**config.mk**
```make
export PLATFORM = sky130hd
export DESIGN_NAME = heartbeat_led_pattern_flat
export DESIGN_NICKNAME = d
export VERILOG_FILES = /design/src/design/hlp_pkg.sv /design/src/design/hlp_if.sv /design/src/design/hlp_cfg.sv /design/src/design/hlp_core.sv /design/src/design/heartbeat_led_pattern.sv /design/src/flat_wrapper.sv
export SDC_FILE = /design/constraint.sdc
export NUM_CORES = 1
export LEC_CHECK = 0
export BUFFER_PORTS_ARGS = -buffer_cell sky130_fd_sc_hd__buf_4
export CAP_MARGIN = 15
export CORE_MARGIN = 2
export CORE_UTILIZATION = 35
export CTS_CLUSTER_SIZE = 10
export DETAILED_ROUTE_END_ITERATION = 10
export HOLD_SLACK_MARGIN = 0.06
export PLACE_DENSITY = 0.6
export SYNTH_ARGS = -nofsm -noshare
export SYNTH_HDL_FRONTEND = slang
export SYNTH_SLANG_ARGS = --single-unit
export TNS_END_PERCENT = 100
```
**constraint.sdc**
```tcl
create_clock -name i_clk -period 3.5 [get_ports i_clk]
set_clock_uncertainty 0.05 [all_clocks]
set_input_delay 0.35 -clock i_clk [delete_from_list [all_inputs] [get_ports i_clk]]
set_output_delay 0.35 -clock i_clk [all_outputs]
set_load 0.02 [all_outputs]
```
**src/design/hlp_pkg.sv**
```systemverilog
package hlp_pkg;

    localparam int unsigned CFG_IDX_W  = 3;
    localparam int unsigned CFG_DATA_W = 16;

    localparam logic [1:0] CMD_TICK  = 2'd0;
    localparam logic [1:0] CMD_START = 2'd1;
    localparam logic [1:0] CMD_STOP  = 2'd2;

    localparam logic [CFG_IDX_W-1:0] REG_RISE_STEP   = 3'd0;
    localparam logic [CFG_IDX_W-1:0] REG_FALL_STEP   = 3'd1;
    localparam logic [CFG_IDX_W-1:0] REG_FIRST_PEAK  = 3'd2;
    localparam logic [CFG_IDX_W-1:0] REG_SECOND_PEAK = 3'd3;
    localparam logic [CFG_IDX_W-1:0] REG_SHORT_PAUSE = 3'd4;
    localparam logic [CFG_IDX_W-1:0] REG_LONG_PAUSE  = 3'd5;

    localparam logic [2:0] PH_RISE1  = 3'd0;
    localparam logic [2:0] PH_FALL1  = 3'd1;
    localparam logic [2:0] PH_PAUSE1 = 3'd2;
    localparam logic [2:0] PH_RISE2  = 3'd3;
    localparam logic [2:0] PH_FALL2  = 3'd4;
    localparam logic [2:0] PH_PAUSE2 = 3'd5;

    localparam logic [7:0]  RST_RISE_STEP   = 8'd15;
    localparam logic [7:0]  RST_FALL_STEP   = 8'd8;
    localparam logic [7:0]  RST_FIRST_PEAK  = 8'd255;
    localparam logic [7:0]  RST_SECOND_PEAK = 8'd180;
    localparam logic [15:0] RST_SHORT_PAUSE = 16'd120;
    localparam logic [15:0] RST_LONG_PAUSE  = 16'd800;

    typedef struct packed {
        logic [7:0]  rise_step;
        logic [7:0]  fall_step;
        logic [7:0]  first_peak;
        logic [7:0]  second_peak;
        logic [15:0] short_pause_ms;
        logic [15:0] long_pause_ms;
    } t_cfg;

endpackage

```
**src/design/hlp_if.sv**
```systemverilog
interface hlp_in_if
    import hlp_pkg::*;
();
    logic        valid;
    logic        ready;
    logic [1:0]  command;
    logic [31:0] now_ms;

    modport source (output valid, output command, output now_ms, input ready);
    modport sink (input valid, input command, input now_ms, output ready);
endinterface

interface hlp_out_if;
    logic       valid;
    logic       ready;
    logic [7:0] pwm_level;
    logic       drive_update;
    logic       active;
    logic [2:0] phase_now;

    modport source (output valid, output pwm_level, output drive_update, output active,
                    output phase_now, input ready);
    modport sink (input valid, input pwm_level, input drive_update, input active,
                  input phase_now, output ready);
endinterface

interface hlp_cfg_if
    import hlp_pkg::*;
();
    logic                  valid;
    logic                  ready;
    logic [CFG_IDX_W-1:0]  reg_index;
    logic [CFG_DATA_W-1:0] data;

    modport source (output valid, output reg_index, output data, input ready);
    modport sink (input valid, input reg_index, input data, output ready);
endinterface

```
**src/design/hlp_cfg.sv**
```systemverilog
module hlp_cfg
    import hlp_pkg::*;
(
    input  logic        i_clk,
    input  logic        i_rst_n,
    hlp_cfg_if.sink     i_cfg,
    output t_cfg        o_cfg
);

    t_cfg r_cfg;
    t_cfg n_cfg;
    logic wr_en;

    assign i_cfg.ready = 1'b1;
    assign wr_en       = i_cfg.valid;
    assign o_cfg       = r_cfg;

    always_comb begin
        n_cfg = r_cfg;
        if (wr_en) begin
            unique case (i_cfg.reg_index)
                REG_RISE_STEP:   n_cfg.rise_step      = i_cfg.data[7:0];
                REG_FALL_STEP:   n_cfg.fall_step      = i_cfg.data[7:0];
                REG_FIRST_PEAK:  n_cfg.first_peak     = i_cfg.data[7:0];
                REG_SECOND_PEAK: n_cfg.second_peak    = i_cfg.data[7:0];
                REG_SHORT_PAUSE: n_cfg.short_pause_ms = i_cfg.data;
                REG_LONG_PAUSE:  n_cfg.long_pause_ms  = i_cfg.data;
                default:         n_cfg = r_cfg;
            endcase
        end
    end

    always_ff @(posedge i_clk) begin
        if (!i_rst_n) begin
            r_cfg.rise_step      <= RST_RISE_STEP;
            r_cfg.fall_step      <= RST_FALL_STEP;
            r_cfg.first_peak     <= RST_FIRST_PEAK;
            r_cfg.second_peak    <= RST_SECOND_PEAK;
            r_cfg.short_pause_ms <= RST_SHORT_PAUSE;
            r_cfg.long_pause_ms  <= RST_LONG_PAUSE;
        end else begin
            r_cfg <= n_cfg;
        end
    end

endmodule

```
**src/design/hlp_core.sv**
```systemverilog
module hlp_core
    import hlp_pkg::*;
(
    input  logic        i_clk,
    input  logic        i_rst_n,
    input  t_cfg        i_cfg,
    hlp_in_if.sink      i_in,
    hlp_out_if.source   o_out
);

    // input register
    logic        r_in_valid;
    logic [1:0]  r_cmd;
    logic [31:0] r_now;

    // pattern state
    logic        r_running;
    logic [2:0]  r_phase;
    logic [7:0]  r_level;
    logic [31:0] r_mark;

    logic        n_running;
    logic [2:0]  n_phase;
    logic [7:0]  n_level;
    logic [31:0] n_mark;
    logic        n_drive;

    // result register
    logic        r_out_valid;
    logic [7:0]  r_pwm;
    logic        r_drive;
    logic        r_active;
    logic [2:0]  r_phase_out;

    logic        advance;
    logic [31:0] elapsed;
    logic [8:0]  rise_sum;
    logic [7:0]  peak;

    assign advance    = r_in_valid && (!r_out_valid || o_out.ready);
    assign i_in.ready = !r_in_valid || advance;

    assign elapsed  = r_now - r_mark;
    assign peak     = (r_phase == PH_RISE2) ? i_cfg.second_peak : i_cfg.first_peak;
    assign rise_sum = {1'b0, r_level} + {1'b0, i_cfg.rise_step};

    always_comb begin
        n_running = r_running;
        n_phase   = r_phase;
        n_level   = r_level;
        n_mark    = r_mark;
        n_drive   = 1'b0;
        if (r_cmd == CMD_START) begin
            n_running = 1'b1;
            n_level   = '0;
            n_phase   = PH_RISE1;
            n_mark    = r_now;
        end else if (r_cmd == CMD_STOP) begin
            n_running = 1'b0;
            n_level   = '0;
            n_phase   = PH_RISE1;
            n_drive   = 1'b1;
        end else if (r_cmd == CMD_TICK && r_running) begin
            n_drive = 1'b1;
            unique case (r_phase)
                PH_RISE1, PH_RISE2: begin
                    if (rise_sum >= {1'b0, peak}) begin
                        n_level = peak;
                        n_phase = (r_phase == PH_RISE1) ? PH_FALL1 : PH_FALL2;
                    end else begin
                        n_level = rise_sum[7:0];
                    end
                end
                PH_FALL1, PH_FALL2: begin
                    if (r_level <= i_cfg.fall_step) begin
                        n_level = '0;
                        n_phase = (r_phase == PH_FALL1) ? PH_PAUSE1 : PH_PAUSE2;
                        n_mark  = r_now;
                    end else begin
                        n_level = r_level - i_cfg.fall_step;
                    end
                end
                PH_PAUSE1: begin
                    if (elapsed >= {16'd0, i_cfg.short_pause_ms}) begin
                        n_phase = PH_RISE2;
                    end
                end
                PH_PAUSE2: begin
                    if (elapsed >= {16'd0, i_cfg.long_pause_ms}) begin
                        n_phase = PH_RISE1;
                    end
                end
                default: n_phase = r_phase;
            endcase
        end
    end

    always_ff @(posedge i_clk) begin
        if (!i_rst_n) begin
            r_in_valid  <= 1'b0;
            r_out_valid <= 1'b0;
            r_running   <= 1'b0;
            r_phase     <= PH_RISE1;
            r_level     <= '0;
            r_mark      <= '0;
        end else begin
            if (i_in.ready) begin
                r_in_valid <= i_in.valid;
            end
            if (advance) begin
                r_running   <= n_running;
                r_phase     <= n_phase;
                r_level     <= n_level;
                r_mark      <= n_mark;
                r_out_valid <= 1'b1;
            end else if (o_out.ready) begin
                r_out_valid <= 1'b0;
            end
        end
    end

    always_ff @(posedge i_clk) begin
        if (i_in.ready && i_in.valid) begin
            r_cmd <= i_in.command;
            r_now <= i_in.now_ms;
        end
        if (advance) begin
            r_pwm       <= n_level;
            r_drive     <= n_drive;
            r_active    <= n_running;
            r_phase_out <= n_phase;
        end
    end

    assign o_out.valid        = r_out_valid;
    assign o_out.pwm_level    = r_pwm;
    assign o_out.drive_update = r_drive;
    assign o_out.active       = r_active;
    assign o_out.phase_now    = r_phase_out;

endmodule

```
**src/design/heartbeat_led_pattern.sv**
```systemverilog
// channel  dir  payload                                          transaction
// i_in     in   command[1:0], now_ms[31:0]                       valid & ready
// o_out    out  pwm_level[7:0], drive_update, active, phase[2:0] valid & ready
// i_cfg    in   reg_index[2:0], data[15:0]                       valid & ready, ready tied 1
//
// one result per input, through the input register and then the result register
// one item per cycle while o_out.ready is high; state update and result load share one edge
// i_rst_n is synchronous: clears pattern state, valids and loads default registers
// an output stall backs up into the input register, then drops i_in.ready
module heartbeat_led_pattern
    import hlp_pkg::*;
(
    input  logic        i_clk,
    input  logic        i_rst_n,
    hlp_cfg_if.sink     i_cfg,
    hlp_in_if.sink      i_in,
    hlp_out_if.source   o_out
);

    t_cfg cfg;

    hlp_cfg u_cfg (
        .i_clk   (i_clk),
        .i_rst_n (i_rst_n),
        .i_cfg   (i_cfg),
        .o_cfg   (cfg)
    );

    hlp_core u_core (
        .i_clk   (i_clk),
        .i_rst_n (i_rst_n),
        .i_cfg   (cfg),
        .i_in    (i_in),
        .o_out   (o_out)
    );

endmodule

```
**src/flat_wrapper.sv**
```systemverilog
// flat-port wrapper written by rule: the top's interface ports become plain ports
module heartbeat_led_pattern_flat import hlp_pkg::*;
  (i_clk, i_rst_n, i_cfg_valid, i_cfg_reg_index, i_cfg_data, i_cfg_ready, i_in_valid, i_in_command, i_in_now_ms, i_in_ready, o_out_valid, o_out_pwm_level, o_out_drive_update, o_out_active, o_out_phase_now, o_out_ready);
  hlp_cfg_if i_cfg_i ();
  hlp_in_if i_in_i ();
  hlp_out_if o_out_i ();
  input  logic i_clk;
  input  logic i_rst_n;
  input wire logic [$bits(i_cfg_i.valid)-1:0] i_cfg_valid;
  input wire logic [$bits(i_cfg_i.reg_index)-1:0] i_cfg_reg_index;
  input wire logic [$bits(i_cfg_i.data)-1:0] i_cfg_data;
  output wire logic [$bits(i_cfg_i.ready)-1:0] i_cfg_ready;
  input wire logic [$bits(i_in_i.valid)-1:0] i_in_valid;
  input wire logic [$bits(i_in_i.command)-1:0] i_in_command;
  input wire logic [$bits(i_in_i.now_ms)-1:0] i_in_now_ms;
  output wire logic [$bits(i_in_i.ready)-1:0] i_in_ready;
  output wire logic [$bits(o_out_i.valid)-1:0] o_out_valid;
  output wire logic [$bits(o_out_i.pwm_level)-1:0] o_out_pwm_level;
  output wire logic [$bits(o_out_i.drive_update)-1:0] o_out_drive_update;
  output wire logic [$bits(o_out_i.active)-1:0] o_out_active;
  output wire logic [$bits(o_out_i.phase_now)-1:0] o_out_phase_now;
  input wire logic [$bits(o_out_i.ready)-1:0] o_out_ready;
  assign i_cfg_i.valid = i_cfg_valid;
  assign i_cfg_i.reg_index = i_cfg_reg_index;
  assign i_cfg_i.data = i_cfg_data;
  assign i_cfg_ready = i_cfg_i.ready;
  assign i_in_i.valid = i_in_valid;
  assign i_in_i.command = i_in_command;
  assign i_in_i.now_ms = i_in_now_ms;
  assign i_in_ready = i_in_i.ready;
  assign o_out_valid = o_out_i.valid;
  assign o_out_pwm_level = o_out_i.pwm_level;
  assign o_out_drive_update = o_out_i.drive_update;
  assign o_out_active = o_out_i.active;
  assign o_out_phase_now = o_out_i.phase_now;
  assign o_out_i.ready = o_out_ready;
  heartbeat_led_pattern u_core (.i_clk(i_clk), .i_rst_n(i_rst_n), .i_cfg(i_cfg_i), .i_in(i_in_i), .o_out(o_out_i));
endmodule
```
==> results.json <==
{
  "stdcell_count": 1647,
  "worst_hold_slack_ps": 124.2,
  "rsz0062_at_grt": "true",
  "syn_to_final_growth_pct": 30.15,
  "core_area_um2": 27030,
  "final_cell_mix": "nand2_1 (181), buf_4 (166), dfxtp_1 (107)",
  "clk_latency_ps": 430,
  "setup_ws_ps": -64.95,
  "tritoncts": "done",
  "slew_headroom": 0.09429,
  "synthCells": 1115,
  "holdPathEnd": "u_core.u_core.r_in_valid$_SDFFE_PN0N_",
  "dr_total_vias": 8287,
  "cp-start-kind": "register",
  "slew_violations": 0,
  "violations": "negative setup slack",
  "p_sw_frac": 0.2820,
  "placed_area_um2": 11040,
  "ys_seq_area_frac": 0.3743,
  "cpLargestDelayFamily": "compound AO/OA/AOI/OAI gates",
  "die_h_um": 170.1,
  "drive_above_1_share": 0.2243,
  "htreeDepth": 4,
  "dp_hpwl_um": 17450,
  "p_int_w": 0.003421,
  "cp.buffers_inverters": 4,
  "grt_usage": 0.1685,
  "nFillCells": 2579,
  "synthArstFlopShare": 0,
  "nets": 1441,
  "crit_type": "reg2reg",
  "crit_path_top_delay_cell": "edfxtp_1",
  "final_common_cell": "nand2_1",
  "synth_nets": 1263,
  "io_pins": 74,
  "finalPower_w": 0.004765,
  "hold_class": "in2reg",
  "grt_pass1_vias": 7885,
  "seqPwrFrac": 0.413,
  "num_rows": 60,
  "numPortBuffers": 72,
  "ys_ff_latch": 157,
  "synth_top_area_share": 0.2281,
  "powerDensity_nw_per_um2": 379.2,
  "diodes": 0,
  "syn_area_um2": 9654,
  "via_per_inst": 5.032,
  "synth-edff-count": 47,
  "drc": 0,
  "clockBufferDepth": 2,
  "gr-total-overflow": 0,
  "r2r_setup_slack_ps": -60,
  "crit_top_cell": "buf_4",
  "avgSynthCellArea_um2": 8.659,
  "grt_max_degree": 111,
  "maxCapViolCount": 0,
  "wire_per_inst_um": 14.71,
  "clkPwrFrac": 0.407,
  "r2r_cells": 16,
  "initial_utilization": 0.3572,
  "multi_input_area_um2": 5941,
  "ys_types": 75,
  "leakage_nw": 4.905,
  "die_area_um2": 28930,
  "synth_area_leaders": "dfxtp_1 (23%), edfxtp_1 (15%), ha_1 (11%)",
  "fmax_mhz": 280.5,
  "period_needed_ps": 3565,
  "status": "finished with violations",
  "crit_required_ps": 3810,
  "first_pass_iters": 6,
  "cp_max_fo": 5,
  "clock-sinks": 157,
  "antenna_found_initial": 0,
  "post-place-cells": 1559,
  "die_w_um": 170.1,
  "regArea_um2": 3617,
  "gp_congestion": 0.8514,
  "drt_wl_total_um": 24220,
  "yosysTopAreaCell": "dfxtp_1",
  "fin_area_um2": 12560,
  "fin_crit_sh": 1.019,
  "arrival_ps": 3870,
  "cts_root_buffer": "clkbuf_16",
  "r2r-end": "u_core.u_core.r_phase[2]$_SDFFE_PN0P_",
  "worstMarginPinSlew_ps": 1348,
  "min_from": "i_in_valid",
  "p_comb_frac": 0.179,
  "cts_inserted_buffers": 17,
  "synthFlopType": "dfxtp_1",
  "setup_viol_count_final": 4,
  "path_cells": "inv_2 -> ha_4 -> fa_2 -> and2b_2 -> o2111ai_4 -> a21oi_4 -> buf_4 -> o211a_4 -> or3_1 -> a221oi_2 -> nand4_1 -> buf_4 -> nor4_4 -> buf_4 -> o211ai_1 -> a21boi_1",
  "grt_pass1_wl_um": 39240,
  "synth_warnings": 0,
  "drtIter0Drc": 481,
  "worstSetupEndpointType": "register",
  "r2r-start": "u_core.u_core.r_now[0]$_DFFE_PP_",
  "p_sw_w": 0.001344,
  "ir_drop_v": 0.0002680,
  "clk_pin_slew_ps": 70,
  "min_path_cells": 3,
  "ant_nets": 0,
  "finalHoldViolations": 0,
  "critPathMaxStageDelay_ps": 400
}
-- synth_stat cells (3+ instances only) --
cell type  instances
nand2_1          186
dfxtp_1          110
ha_1              87
inv_1             86
a21oi_1           51
nor2_1            51
a21boi_0          49
edfxtp_1          47
nor2b_1           44
o21ai_0           42
mux2i_1           41
clkbuf_1          32
nand3_1           24
o211ai_1          20
nand4_1           19
xnor2_1           19
nor3_1            18
a211oi_1          16
a21o_1            16
o21a_1            15
buf_2             10
nand2b_1          10
o21ai_1           10
xor2_1             9
and2_1             7
or3_1              7
a31oi_1            6
and3_1             5
o21bai_1           5
o31ai_1            4
a21boi_1           3
a22oi_1            3
a32oi_1            3
buf_1              3
fa_1               3
o2111ai_1          3
or2_2              3
-- how the worst max path moves through the flow --
stage / cells past startpoint / startpoint / slack, ps / to
after floorplan: 16 / u_core.u_core.r_level[1]$_SDFFE_PN0P_ / 0.6 / u_core.u_core.o_out.phase_now[0]$_DFFE_PP_
after global placement: 17 / u_core.u_core.r_now[6]$_DFFE_PP_ / -250 / u_core.u_core.r_phase[2]$_SDFFE_PN0P_
after detailed placement: 17 / u_core.u_core.r_now[6]$_DFFE_PP_ / -350 / u_core.u_core.r_phase[2]$_SDFFE_PN0P_
after CTS: 18 / u_core.u_core.r_now[0]$_DFFE_PP_ / -250 / u_core.u_core.r_phase[0]$_SDFFE_PN0P_
after global routing: 17 / u_core.u_core.r_now[2]$_DFFE_PP_ / -390 / u_core.u_core.r_phase[2]$_SDFFE_PN0P_
final: 16 / u_core.u_core.r_now[0]$_DFFE_PP_ / -60 / u_core.u_core.r_phase[2]$_SDFFE_PN0P_
-- kinds of logic after synthesis --
| logic type | count (synthesis) | synth area share |
|---|---|---|
| buffers and inverters | 133 | 0.05340 |
| XOR/XNOR | 28 | 0.02540 |
| other | 1 | 0.0003884 |
| multiplexers | 43 | 0.04484 |
| AND/OR/NAND/NOR | 385 | 0.1848 |
| adder cells (fa/ha/maj) | 91 | 0.1200 |
| AO/OA/AOI/OAI | 277 | 0.1969 |
| flip-flops | 157 | 0.3743 |
-- through the flow --
stage	worst slack, ps	util	TNS [ps]
after CTS	-246.3	0.4517	-815.3
after global placement	-250.5	0.4085	-982.4
final	-64.95	0.4649	-173.9
after global routing	-387.1	0.4649	-2359
after detailed placement	-350.4	0.4085	-2520
after floorplan	0.5922	-	0
-- repair_timing --
action,in CTS,in global routing
hold endpoints to repair,34,0
pin swaps,26,62
resized for setup,27,75
hold buffers,34,0
endpoints found under the setup margin,17,22
setup buffers,14,9
gates cloned,1,0
-- sequential cells by signal, indices dropped and copies added (netlist names) --
name / flops
u_core.u_core.o_out.phase_now: 3
u_core.u_core.o_out.pwm_level: 8
u_core.u_core.r_mark: 32
u_core.u_core.r_in_valid: 1
u_core.u_core.o_out.active: 1
u_core.u_cfg.o_cfg: 64
u_core.u_core.r_now: 32
u_core.u_core.r_level: 8
u_core.u_core.r_cmd: 2
u_core.u_core.o_out.valid: 1
u_core.u_core.r_phase: 3
u_core.u_core.r_running: 1
u_core.u_core.o_out.drive_update: 1
-- worst reg2reg max path: stages (launching register included) --
cell	delay (ps)
edfxtp_1	400
inv_2	80
ha_4	130
fa_2	190
and2b_2	240
o2111ai_4	250
a21oi_4	100
buf_4	140
o211a_4	250
or3_1	330
a221oi_2	270
nand4_1	170
buf_4	190
nor4_4	260
buf_4	170
o211ai_1	90
a21boi_1	180
-- power groups by stage --
stage               logic, W  clock network [W]  registers, W
floorplan           0.000478                  0       0.00201
global placement    0.000743                  0       0.00201
detailed placement  0.000751                  0       0.00201
CTS                 0.000819            0.00198       0.00197
global route        0.000955            0.00206       0.00198
finish              0.000855            0.00194       0.00197
-- final cells by class --
cell class,instances,share of cell area
multi-input combinational,825,0.4728
sequential,157,0.2879
timing repair buffer,205,0.1314
clock buffer,18,0.03416
tap,341,0.03396
inverter,87,0.02599
clock inverter,14,0.01374
-- routing by layer --
metal | vias up | GRT usage | part of all wire
li1 | 4280 | - | -
met1 | 3834 | 0.2260 | 0.48
met2 | 140 | 0.2761 | 0.47
met3 | 33 | 0.02767 | 0.031
met4 | 0 | 0.05537 | 0.023
met5 | - | 0 | 0
(Power assumes the default switching activity.)
